### src/hw/rtl/assert_macros.svh
// Assertion macros shared by the shortest path block.
// Included by the modules that carry concurrent assertions.
`ifndef ASSERT_MACROS_SVH
`define ASSERT_MACROS_SVH
// Implication checked on every clock edge outside reset.
`define ASSERT_CLK(label, clk, rst, prop, msg) \
   label: assert property (@(posedge clk) disable iff (rst) prop) else $error(msg);
// Implication checked also during reset.
`define ASSERT_ALWAYS(label, clk, prop, msg) \
   label: assert property (@(posedge clk) prop) else $error(msg);
`endif

### src/hw/rtl/spd_pkg.sv
// Package for the shortest path block: constants, payload structs, command codes.
// Used by spd_ctrl, spd_dp and shortest_path_dijkstra; depends on nothing.
`default_nettype none
package spd_pkg;
   localparam int MAX_NODES   = 64;
   localparam int MAX_EDGES   = 512;
   localparam int WEIGHT_BITS = 16;
   localparam int NODE_BITS   = $clog2(MAX_NODES);
   localparam int EDGE_BITS   = $clog2(MAX_EDGES);
   localparam int ETOT_BITS   = $clog2(MAX_EDGES + 1);
   localparam int NCNT_BITS   = $clog2(MAX_NODES + 1);
   localparam int COST_BITS   = 22;
   localparam logic [COST_BITS-1:0] COST_MAX = '1;

   localparam logic [1:0] CMD_LOAD  = 2'd0;
   localparam logic [1:0] CMD_RUN   = 2'd1;
   localparam logic [1:0] CMD_CLEAR = 2'd2;

   typedef struct packed {
      logic [1:0]  command;
      logic [5:0]  edge_source;
      logic [5:0]  edge_target;
      logic [15:0] edge_weight;
      logic [5:0]  start_node;
   } req_type;

   typedef struct packed {
      logic [5:0]  node_index;
      logic [21:0] path_cost;
      logic [5:0]  predecessor;
      logic        has_predecessor;
      logic        reached;
      logic        edges_dropped;
      logic        last;
   } rsp_type;

   // Controller to datapath.
   typedef struct packed {
      logic init;       // clear tables, seed start node
      logic scan_clr;   // begin minimum scan
      logic scan_step;  // examine node at scan index
      logic visit;      // mark best node visited, start edge sweep
      logic edge_rd;    // issue edge read at edge index
      logic edge_relax; // relax the edge in the delayed edge register
      logic emit_load;  // load result register from node index
   } cmd_type;

   // Datapath to controller.
   typedef struct packed {
      logic scan_done;  // scan index passed last node, last compare done
      logic found;      // scan found an unvisited reached node
      logic edge_done;  // edge index reached edge total
      logic emit_done;  // emit index passed last node
   } sts_type;
endpackage
`default_nettype wire

### src/hw/rtl/spd_ctrl.sv
// Controller state machine of the shortest path block.
// Depends on spd_pkg; drives the datapath by commands and reads its status.
`default_nettype none
module spd_ctrl (
   input  wire logic              clock,
   input  wire logic              reset,
   input  wire logic              req_valid,
   input  wire logic [1:0]        req_command,
   output      logic              req_ready,
   output      logic              rsp_valid,
   input  wire logic              rsp_ready,
   output      logic              load_we,
   output      logic              clear_we,
   output      spd_pkg::cmd_type  cmd,
   input  wire spd_pkg::sts_type  sts
);
   localparam logic [2:0] ST_IDLE  = 3'd0;
   localparam logic [2:0] ST_SCAN  = 3'd1;
   localparam logic [2:0] ST_PICK  = 3'd2;
   localparam logic [2:0] ST_EDGE  = 3'd3;
   localparam logic [2:0] ST_EMIT  = 3'd4;
   localparam logic [2:0] ST_OUT   = 3'd5;
   localparam logic [2:0] ST_WAIT  = 3'd6;

   logic [2:0] state_ff, state_in;
   logic       relax_ff, relax_in;
   logic       relax2_ff, relax2_in;
   logic       acc;

   assign req_ready = state_ff == ST_IDLE;
   assign acc       = req_valid && req_ready;
   assign load_we   = acc && req_command == spd_pkg::CMD_LOAD;
   assign clear_we  = acc && req_command == spd_pkg::CMD_CLEAR;
   assign rsp_valid = state_ff == ST_OUT;

   // relax_ff marks an edge word in the read register, relax2_ff the relax stage.
   always_comb begin
      state_in  = state_ff;
      relax_in  = 1'b0;
      relax2_in = relax_ff;
      cmd       = '0;
      cmd.edge_relax = relax2_ff;
      case (state_ff)
         ST_IDLE: begin
            if (acc && req_command == spd_pkg::CMD_RUN) begin
               cmd.init = 1'b1;
               state_in = ST_PICK;
            end
         end
         ST_PICK: begin
            cmd.scan_clr = 1'b1;
            state_in = ST_SCAN;
         end
         ST_SCAN: begin
            if (sts.scan_done) begin
               if (sts.found) begin
                  cmd.visit = 1'b1;
                  state_in = ST_EDGE;
               end else begin
                  cmd.scan_clr = 1'b1;
                  state_in = ST_EMIT;
               end
            end else begin
               cmd.scan_step = 1'b1;
            end
         end
         ST_EDGE: begin
            if (sts.edge_done) begin
               if (!relax_ff && !relax2_ff) begin
                  state_in = ST_PICK;
               end
            end else begin
               cmd.edge_rd = 1'b1;
               relax_in = 1'b1;
            end
         end
         ST_EMIT: begin
            cmd.emit_load = 1'b1;
            state_in = ST_WAIT;
         end
         ST_WAIT: begin
            state_in = ST_OUT;
         end
         ST_OUT: begin
            if (rsp_ready) begin
               state_in = sts.emit_done ? ST_IDLE : ST_EMIT;
            end
         end
         default: begin
            state_in = ST_IDLE;
         end
      endcase
   end

   always_ff @(posedge clock) begin
      if (reset) begin
         state_ff  <= ST_IDLE;
         relax_ff  <= 1'b0;
         relax2_ff <= 1'b0;
      end else begin
         state_ff  <= state_in;
         relax_ff  <= relax_in;
         relax2_ff <= relax2_in;
      end
   end
endmodule
`default_nettype wire

### config.mk
export PLATFORM = sky130hd
export DESIGN_NAME = spd_ctrl
export DESIGN_NICKNAME = d
export VERILOG_FILES = /design/src/hw/rtl/assert_macros.svh /design/src/hw/rtl/spd_pkg.sv /design/src/hw/rtl/spd_ctrl.sv
export SDC_FILE = /design/constraint.sdc
export NUM_CORES = 1
export LEC_CHECK = 0
export BUFFER_PORTS_ARGS = -buffer_cell sky130_fd_sc_hd__buf_2
export CAP_MARGIN = 20
export CORE_AREA = 4 4 41 43
export DETAILED_ROUTE_END_ITERATION = 10
export DIE_AREA = 0 0 45 47
export GPL_TIMING_DRIVEN = 0
export PLACE_DENSITY = 0.67
export SLEW_MARGIN = 20
export SYNTH_ARGS = -nofsm -noshare
export SYNTH_HDL_FRONTEND = slang
export SYNTH_SLANG_ARGS = --single-unit
### constraint.sdc
create_clock -name clock -period 1.3 [get_ports clock]
set_clock_uncertainty 0.15 [all_clocks]
set_input_delay 0.065 -clock clock [delete_from_list [all_inputs] [get_ports clock]]
set_output_delay 0.065 -clock clock [all_outputs]
set_load 0.03 [all_outputs]
==> summary.txt, run 1 <==
Outcome = finished, violations left
Failing checks = setup timing
Num Clock Sinks = 5
First-pass GRT wire length = 1970 microns
Syn Area/Cell = 8.81 sq um
DIE WIDTH = 45 microns
Hold path depth = 3
M1 GR Usage = 13.7%
CTS tree = done
Final nets = 89
Pre-antenna DRT Iters = 2
Setup Viol. Count Final = 13
Setup WS post-layout = -0.155 ns
Yosys warning total = 0
CTS Buf Count = 3
Clock network fraction of design power = 36.5%
Max-capacitance violation count = 0
Total grt overflow = 0
Worst Path Class, Setup = reg2out
Final Hold Viols = 0
Slew headroom = 76.2%
Layout area overhead = 94.3%
Met3 GRT Util = 2.30%
Htree depth = 1
CP required = 1.09 ns
Synthesized net count = 57
Power, Total = 0.474 mW
Post-layout util = 61.8%
Syn Std Cell Area = 414 sq um
Layout cells sized above 1 = 74.4%
Reg2Reg Depth = 5
Ys async rst share = 0%
Clock-pin slew on the worst setup and hold paths = 0.04 ns
IO Pins = 21
ANT nets after route = 0
Final WL = 1170 microns
WP data arrival = 1.24 ns
Port buffer count = 20
DR iter-0 viols = 6
Unrepaired setup endpoints after global routing = true
Setup TNS = -1.08 ns
Place WS = -0.220 ns
Dominant synthesized flop cell = dfxtp_1
Pleak = 0.319 nW
EDFF count, synth = 0
Routed wire per std cell = 12.6 microns
Crit. End Element = output pin
Sequential Power Share = 33.3%
Vias in the first global route = 461
Initial Util = 31.8%
Die Span Y = 47 microns
Antenna diodes = 0
Synthesized flop and latch total = 5
Met2 usage = 24.3%
Post-route DRC violation count = 0
Busiest grt layer = met2
Final worst path period share = 112%
Largest net degree at the start of global routing = 8
Worst-Skew Late Latency = 0.23 ns
Filler cells = 119
Pins Over Slew Limit = 0
Core footprint = 1300 sq um
Post-DP HPWL = 813 microns
Via count = 468
Internal power = 0.339 mW
Switch share = 28.6%
Clk buf depth = 2
CP Max Fanout = 5
Crit path time final = 1.45 ns
Yosys cell types = 28
Via density = 5.03
Fmax achieved = 0.687 GHz
Antenna violations before repair = 0
Sw Pwr = 0.135 mW
Critical path launch point type = flop
Peak supply drop = 0.544 mV
Global Route Usage Sum = 12.3%
GP Congestion = 0.818
Actual slew at the worst max-slew pin = 0.353 ns
Post-Syn Instances = 47
Die Area = 2120 sq um
Sequential area share after synthesis = 24.2%
WHS = 0.0412 ns
FP Rows = 13
Min-Delay Path Class = in2reg
CTS root buf = clkbuf_4
Pwr per Cell Area = 589 nW/um^2
Gate power share = 30.3%
[critical path, cell delays in order (launching register included)]
cell	delay, ns
dfxtp_2	0.33
buf_6	0.13
or2b_4	0.27
nor3_4	0.12
buf_6	0.15
[cell usage after synthesis (2+ instances only)]
cell | count | share of area (%)
dfxtp_1 | 5 | 24
buf_4 | 3 | 5.4
nand2b_1 | 3 | 4.5
nand3b_1 | 3 | 5.4
nor2b_1 | 3 | 4.5
nor3_1 | 3 | 3.6
a21oi_1 | 2 | 2.4
and2_1 | 2 | 3.0
nor2_1 | 2 | 1.8
o21ai_0 | 2 | 2.4
o21bai_1 | 2 | 3.6
[routing by layer]
metal / vias to the layer above / share of wire, %
li1: 237 / -
met1: 217 / 42
met2: 14 / 53
met3: 0 / 5.0
met4: 0 / 0
met5: - / 0
[worst paths after layout]
check | startpoint | to | slack [ns]
hold reg to reg | relax2_in | relax2_ff | 0.32
setup / recovery | state_ff[1] | cmd[4] | -0.15
hold / removal | sts[2] | state_ff[0] | 0.04
setup reg to reg | state_ff[1] | state_ff[0] | -0.09
[stage by stage]
step                      cell area [sq um]  instances
after global routing                    805         93
after global placement                  588         82
after CTS                               797         92
after detailed placement                588         82
final                                   805         93
after floorplan                         469         47
[cells by family after synthesis]
logic type / share of synthesized area, %
simple gates: 42.0
compound gates: 24.8
buf+inv: 9.06
flops: 24.2
[what timing repair did]
item / CTS / global route
setup buffers: 4 / 1
setup endpoints to repair: 13 / 13
hold buffers: 1 / 0
hold endpoints to repair: 5 / 0
pin swaps: 10 / 0
gates cloned: 1 / 0
gates resized for setup: 39 / 0
[state kept, by name, indices dropped and copies added (netlist names)]
register	cells
relax2_ff	1
state_ff	3
relax2_in	1
[placed cells by master (no fill, tap or decap), drive strengths merged, types with 2 or more instances in the layout]
master,n
nor3,3
clkbuf,4
nand2b,3
o21bai,2
and4bb,2
dfxtp,5
a21oi,3
nand3b,3
buf,30
o21ai,2
and2,2
nor2,2
nor2b,3
[layout make-up]
type                            instances  area [sq um]  share of cell area, %
Clock buffer                            4          26.3                   3.27
Multi-Input combinational cell         37           374                   46.5
Tap cell                               15          18.8                   2.33
Timing Repair Buffer                   27           231                   28.8
Inverter                                1          3.75                  0.467
Sequential cell                         5           109                   13.5
Buffer                                  4          41.3                   5.13
[power groups by stage]
stage                     sequential (mW)  combinational [mW]  clock (mW)
after floorplan                     0.163              0.0709           0
after global placement              0.164               0.106           0
after detailed placement            0.164               0.108           0
after CTS                           0.158               0.143       0.178
after global routing                0.158               0.153       0.183
final                               0.158               0.143       0.173
(Power assumes the default switching activity.)
==> inputs of run 2 (changes only) <==
ABC_AREA = 1   (was default)
PLACE_DENSITY = 0.64   (was 0.67)
==> run 2 against run 1 <==
  * The flow still finishes with violations (setup timing)
  * Synthesized area is 9.4% lower
  * Power rose to 3.2 times the previous value
  * Utilization fell by 1.5 points
  * Final area shrank 2.5%
  * Critical endpoint is now cmd[5]
  * Largest cell class unchanged
==> summary.txt, run 2 <==
Final WL = 1310 microns (+11%)
Global Route Usage Sum = 11.2% (-1.0 points)
IO Pins = 21 (unchanged)
Initial Util = 28.8% (-3.0 points)
Area share of the largest cell type after synthesis = 26.7% (+2.5 points)
Largest net degree at the start of global routing = 8 (unchanged)
WP data arrival = 1.28 ns (+0.04 ns)
Core footprint = 1300 sq um (unchanged)
Antenna violations before repair = 0 (unchanged)
FP Rows = 13 (unchanged)
CTS root buf = clkbuf_4
DR iter-0 viols = 14 (+8)
Highest-count cells in the layout ignoring fill and taps = buf_4, buf_2, inv_1
Place WS = -0.0624 ns (+0.157 ns)
Die Area = 2120 sq um (unchanged)
Pleak = 0.384 nW (+20%)
Unrepaired setup endpoints after global routing = true
Filler cells = 116 (-2.5%)
Most instantiated cells after synthesis = inv_1, nand2_1, nor2_1
Critical path, cell by cell = inv_4 > nor2_4 > nand3_1 > o21ai_1 > buf_4
Reg-to-reg slack, setup = -0.15 ns (-0.06 ns)
EDFF count, synth = 0 (unchanged)
Crit path time final = 1.50 ns (+0.0424 ns)
Sw Pwr = 0.724 mW (+430%)
Area leader, netlist = dfxtp_1
Min-Delay Path Class = in2reg
Path length in cells of the critical path = 5 (+1)
Footprint of the multi-input gates = 312 sq um (-17%)
Via count = 537 (+15%)
GP Congestion = 0.715 (-13%)
Pre-antenna DRT Iters = 4 (+2)
Pins Over Slew Limit = 0 (unchanged)
DIE WIDTH = 45 microns (unchanged)
Syn Std Cell Area = 375 sq um (-9.4%)
Die Span Y = 47 microns (unchanged)
Port buffer count = 20 (unchanged)
Reg-to-Reg Start = state_ff[1]
Peak supply drop = 1.18 mV (+120%)
Clock-pin slew on the worst setup and hold paths = 0.04 ns (about the same)
Critical path launch point type = flop
Reg area = 111 sq um (+2.3%)
Crit path max-delay family = flip-flops
Reg2Reg Depth = 9 (+4)
Worst Path Buf+Inv = 2 (unchanged)
Worst-Skew Late Latency = 0.24 ns (about the same)
Worst Path Class, Setup = reg2out
Final nets = 109 (+22%)
CP required = 1.09 ns (about the same)
Largest register FFs = 3 (unchanged)
Num Clock Sinks = 5 (unchanged)
Vias in the first global route = 452 (-2.0%)
ANT nets after route = 0 (unchanged)
Failing checks = setup timing
Layout cells sized above 1 = 62.2% (-12 points)
Slew headroom = 78.6% (+2.4 points)
Sequential Power Share = 18.2% (-15 points)
First-pass GRT wire length = 1760 microns (-11%)
Power, Total = 1.50 mW (+220%)
Layout area overhead = 109%
Final Hold Viols = 0 (unchanged)
Crit. End Element = output pin
Htree depth = 1 (unchanged)
CTS Buf Count = 3 (unchanged)
Yosys warning total = 0 (unchanged)
Dominant synthesized flop cell = dfxtp_1
Largest Register = state_ff
CTS tree = done
Via density = 4.75 (-5.6%)
Worst path max stage delay = 0.38 ns (+0.05 ns)
Max-capacitance violation count = 0 (unchanged)
Yosys cell types = 16 (-43%)
Antenna diodes = 0 (unchanged)
Critical hold path startpoint = sts[0]
Synthesized net count = 72 (+26%)
Hold path depth = 6 (+3)
Fmax achieved = 0.668 GHz (-2.8%)
Ys async rst share = 0% (unchanged)
Gate power share = 69.8% (+39 points)
Actual slew at the worst max-slew pin = 0.320 ns (-0.0323 ns)
CP Max Fanout = 5 (unchanged)
Sequential area share after synthesis = 26.7% (+2.5 points)
Clk buf depth = 2 (unchanged)
Setup WS post-layout = -0.197 ns (-0.0424 ns)
Final worst path period share = 115% (+3.3 points)
Switch share = 48.1% (+20 points)
Commonest non-fill, non-tap cell in the layout = buf_4
Pwr per Cell Area = 1920 nW/um^2 (+230%)
Clock network fraction of design power = 12.0% (-25 points)
Crit path from = state_ff[0]
Post-Syn Instances = 62 (+32%)
Outcome = finished, violations left
Syn Area/Cell = 6.05 sq um (-31%)
Post-DP HPWL = 778 microns (-4.3%)
Slowest-stage cell, CP = dfxtp_4
Total grt overflow = 0 (unchanged)
Synthesized flop and latch total = 5 (unchanged)
Setup Viol. Count Final = 13 (unchanged)
Area contributors post-synth = dfxtp_1, inv_1, nand2_1
Routed wire per std cell = 11.5 microns (-8.4%)
Post-route DRC violation count = 0 (unchanged)
Internal power = 0.780 mW (+130%)
-- run 2: final cells by class --
cell class,instances,area share [%]
sequential,5,14.2
inverter,12,6.70
buffer,2,1.91
timing repair buffer,32,31.7
clock buffer,4,3.35
multi-input combinational,43,39.7
tap,15,2.39
-- run 2: tightest hold or removal path, stage by stage --
cell and delay, ns:
buf_2 0.08, o21ai_0 0.08, nand2_1 0.06, nand2_1 0.06, nand3_2 0.07, a21oi_2 0.05
-- run 2: per-layer routing --
metal	wire [microns]	vias up	global-route usage, %
li1	-	268	-
met1	476	249	12.8
met2	711	18	19.5
met3	92	2	3.07
met4	24	0	5.26
met5	0	-	0
-- run 2: worst paths after layout --
kind	endpoint
setup / recovery	cmd[5]
hold / removal	state_ff[2]
setup reg to reg	state_ff[0]
hold reg to reg	relax2_ff
-- run 2: per-stage QoR --
stage	utilization [%]	hold WS (ns)	setup TNS [ns]	area (sq um)	std cells
2_1_floorplan	-	-0.0159	-0.316	423	62
3_3_place_gp	41.6	0.125	-0.140	542	97
3_5_place_dp	41.6	0.130	-0.163	542	97
4_1_cts	53.9	0.0663	-0.752	702	109
5_1_grt	60.3	0.0811	-2.06	785	113
6_report	60.3	0.107	-1.26	785	113
-- run 2: power by group through the flow --
stage	sequential, mW	clock [mW]	combinational (mW)
final	0.273	0.180	1.05
after global placement	0.253	0	0.658
after detailed placement	0.251	0	0.662
after global routing	0.276	0.204	1.13
after floorplan	0.239	0	0.535
after CTS	0.268	0.186	0.852
-- run 2: logic make-up (layout without fill, tap and decap cells) --
family          Yosys count  after routing  share of synthesized area (%)
simple gates             36             36                           46.0
flops                     5              5                           26.7
buf+inv                  14             50                           16.0
compound gates            7              7                           11.3
-- run 2: timing repair --
| action | 4_1_cts | 5_1_grt |
|---|---|---|
| hold buffers | 3 | 0 |
| cloned | 0 | 0 |
| pin swaps | 4 | 6 |
| setup buffers | 5 | 4 |
| endpoints found under the setup margin | 13 | 13 |
| endpoints found under the hold margin | 5 | 0 |
| resized for setup | 22 | 14 |
==> inputs of run 3 (changes only) <==
CELL_PAD_IN_SITES_DETAIL_PLACEMENT = 0   (was default)
CELL_PAD_IN_SITES_GLOBAL_PLACEMENT = 2   (was default)
CORE_AREA = default   (was 4 4 41 43)
CORE_MARGIN = 4   (was default)
CORE_UTILIZATION = 17   (was default)
DIE_AREA = default   (was 0 0 45 47)
PLACE_DENSITY = 0.77   (was 0.64)
==> run 3 against run 2 <==
  * The flow still finishes with violations (setup timing)
  * Cell count rose by 8.8%
  * Register-to-register slack gained 0.06 ns
  * Power down 0.33%
  * Flip-flop and latch count unchanged
  * Final area is 1.9% higher
  * Maximum frequency is 5.4% higher
  * Non-clock buffer count fell by 2
  * Setup slack improved by 0.077 ns
  * Critical path type unchanged
  * Critical endpoint is now load_we
==> summary.txt, run 3 (synthesis results as in run 2) <==
CTS root buf = clkbuf_4
Max-capacitance violation count = 0 (unchanged)
First-pass GRT wire length = 1860 microns (+5.9%)
Switch share = 46.8% (-1.4 points)
CP required = 1.09 ns (about the same)
Antenna diodes = 0 (unchanged)
Via count = 504 (-6.1%)
Pwr per Cell Area = 1870 nW/um^2 (-2.2%)
Core footprint = 2020 sq um (+55%)
DIE WIDTH = 55.0 microns (+22%)
Worst Path Class, Setup = reg2out
Worst r2r dst = state_ff[0]
Layout area overhead = 113%
Sequential Power Share = 17.4% (-0.8 points)
Num Clock Sinks = 5 (unchanged)
GP Congestion = 0.750 (+4.9%)
Pleak = 0.375 nW (-2.4%)
Met2 usage = 15.7% (-3.7 points)
Peak supply drop = 1.07 mV (-8.8%)
Clock-pin slew on the worst setup and hold paths = 0.04 ns (about the same)
Largest Register = state_ff
Port buffer count = 20 (unchanged)
Final Non-Filler Cells = 123 (+8.8%)
Pins Over Slew Limit = 0 (unchanged)
Reg2Reg Depth = 8 (-1)
Slew headroom = 83.5% (+4.9 points)
Internal power = 0.798 mW (+2.3%)
Failing checks = setup timing
Critical path launch point type = flop
WP data arrival = 1.21 ns (-0.07 ns)
DR iter-0 viols = 5 (-9)
Routed wire per std cell = 9.41 microns (-19%)
Hold Path End = state_ff[2]
Outcome = finished, violations left
Crit path time final = 1.42 ns (-0.0768 ns)
ANT nets after route = 0 (unchanged)
Unrepaired setup endpoints after global routing = true
Highest-count cells in the layout ignoring fill and taps = buf_4, buf_2, buf_6
FP Rows = 16 (+3)
Clk buf depth = 2 (unchanged)
Die Area = 3020 sq um (+43%)
WHS = 0.0771 ns (-0.0297 ns)
Layout cells sized above 1 = 63.5% (+1.3 points)
Fmax achieved = 0.704 GHz (+5.4%)
Initial Util = 18.6% (-10 points)
Clock network fraction of design power = 11.8% (-0.2 points)
Pre-antenna DRT Iters = 3 (-1)
Via density = 4.10 (-14%)
Commonest non-fill, non-tap cell in the layout = buf_4
Final nets = 107 (-1.8%)
Gate power share = 70.8% (+1.0 points)
Critical hold path startpoint = sts[0]
M1 GR Usage = 8.93% (-3.9 points)
Final WL = 1160 microns (-11%)
Met3 GRT Util = 3.75% (+0.69 points)
Worst-Skew Late Latency = 0.24 ns (about the same)
Largest net degree at the start of global routing = 8 (unchanged)
Antenna violations before repair = 0 (unchanged)
IO Pins = 21 (unchanged)
Reg-to-reg slack, setup = -0.09 ns (+0.06 ns)
Busiest grt layer = met2
Final Hold Viols = 0 (unchanged)
CP Max Fanout = 3 (-2)
Hold path depth = 6 (unchanged)
Global Route Usage Sum = 8.49% (-2.7 points)
Die Span Y = 55.0 microns (+17%)
Crit. End Element = output pin
Power, Total = 1.50 mW (-0.33%)
CTS Buf Count = 3 (unchanged)
CTS tree = done
Post-DP HPWL = 811 microns (+4.3%)
Reg-to-Reg Start = state_ff[0]
Final worst path period share = 109% (-5.9 points)
Placed insts = 109 (+12%)
Setup WS post-layout = -0.120 ns (+0.0768 ns)
Largest register FFs = 3 (unchanged)
Vias in the first global route = 465 (+2.9%)
Total grt overflow = 0 (unchanged)
Htree depth = 1 (unchanged)
Min-Delay Path Class = in2reg
Actual slew at the worst max-slew pin = 0.247 ns (-0.0732 ns)
Sw Pwr = 0.701 mW (-3.1%)
Post-route DRC violation count = 0 (unchanged)
Setup Viol. Count Final = 11 (-2)
## run 3: layer usage
layer  wire length (microns)  up-vias
li1                        -      263
met1                     445      220
met2                     589       19
met3                     103        2
met4                      18        0
met5                       0        -
## run 3: power by group through the flow
| stage | Clock (mW) | Combinational (mW) | Sequential [mW] |
|---|---|---|---|
| 6_report | 0.176 | 1.06 | 0.260 |
| 3_5_place_dp | 0 | 0.668 | 0.255 |
| 2_1_floorplan | 0 | 0.535 | 0.239 |
| 5_1_grt | 0.198 | 1.14 | 0.266 |
| 4_1_cts | 0.182 | 0.952 | 0.258 |
| 3_3_place_gp | 0 | 0.668 | 0.257 |
## run 3: metrics by stage
step           area, sq um  setup TNS [ns]  setup WS, ns  utilization, %
6_report               800          -0.859        -0.120            39.5
3_3_place_gp           557          -0.249       -0.0959            27.5
3_5_place_dp           557          -0.177       -0.0655            27.5
2_1_floorplan          423          -0.316        -0.113               -
5_1_grt                800           -1.63        -0.193            39.5
4_1_cts                744          -0.954        -0.156            36.8
## run 3: cell type report
| cell class | instances | area (sq um) |
|---|---|---|
| multi-input combinational | 43 | 324 |
| timing repair buffer | 31 | 246 |
| sequential | 5 | 109 |
| fill | 216 | 1220 |
| clock buffer | 4 | 26.3 |
| buffer | 1 | 7.51 |
| inverter | 12 | 52.6 |
| tap | 27 | 33.8 |
## run 3: worst max path at each step
| stage | slack (ns) | cells after the start | to | start |
|---|---|---|---|---|
| 6_report | -0.12 | 6 | load_we | state_ff[0] |
| 3_3_place_gp | -0.1 | 7 | state_ff[0] | state_ff[2] |
| 3_5_place_dp | -0.07 | 7 | state_ff[0] | state_ff[2] |
| 5_1_grt | -0.19 | 6 | load_we | state_ff[1] |
| 2_1_floorplan | -0.11 | 5 | load_we | state_ff[0] |
| 4_1_cts | -0.16 | 6 | load_we | state_ff[1] |
## run 3: worst max-delay path, stage by stage (launching register included)
cell	delay, ns
dfxtp_4	0.35
inv_4	0.08
nand2_4	0.06
nor2_4	0.13
nand2_4	0.08
nor3_4	0.11
buf_6	0.15
## run 3: repair_timing
action	in CTS	in global routing
hold buffers	2	0
endpoints found under the hold margin	5	0
gates resized for setup	27	14
setup endpoints to repair	13	13
pin swaps	4	4
setup buffers	8	1
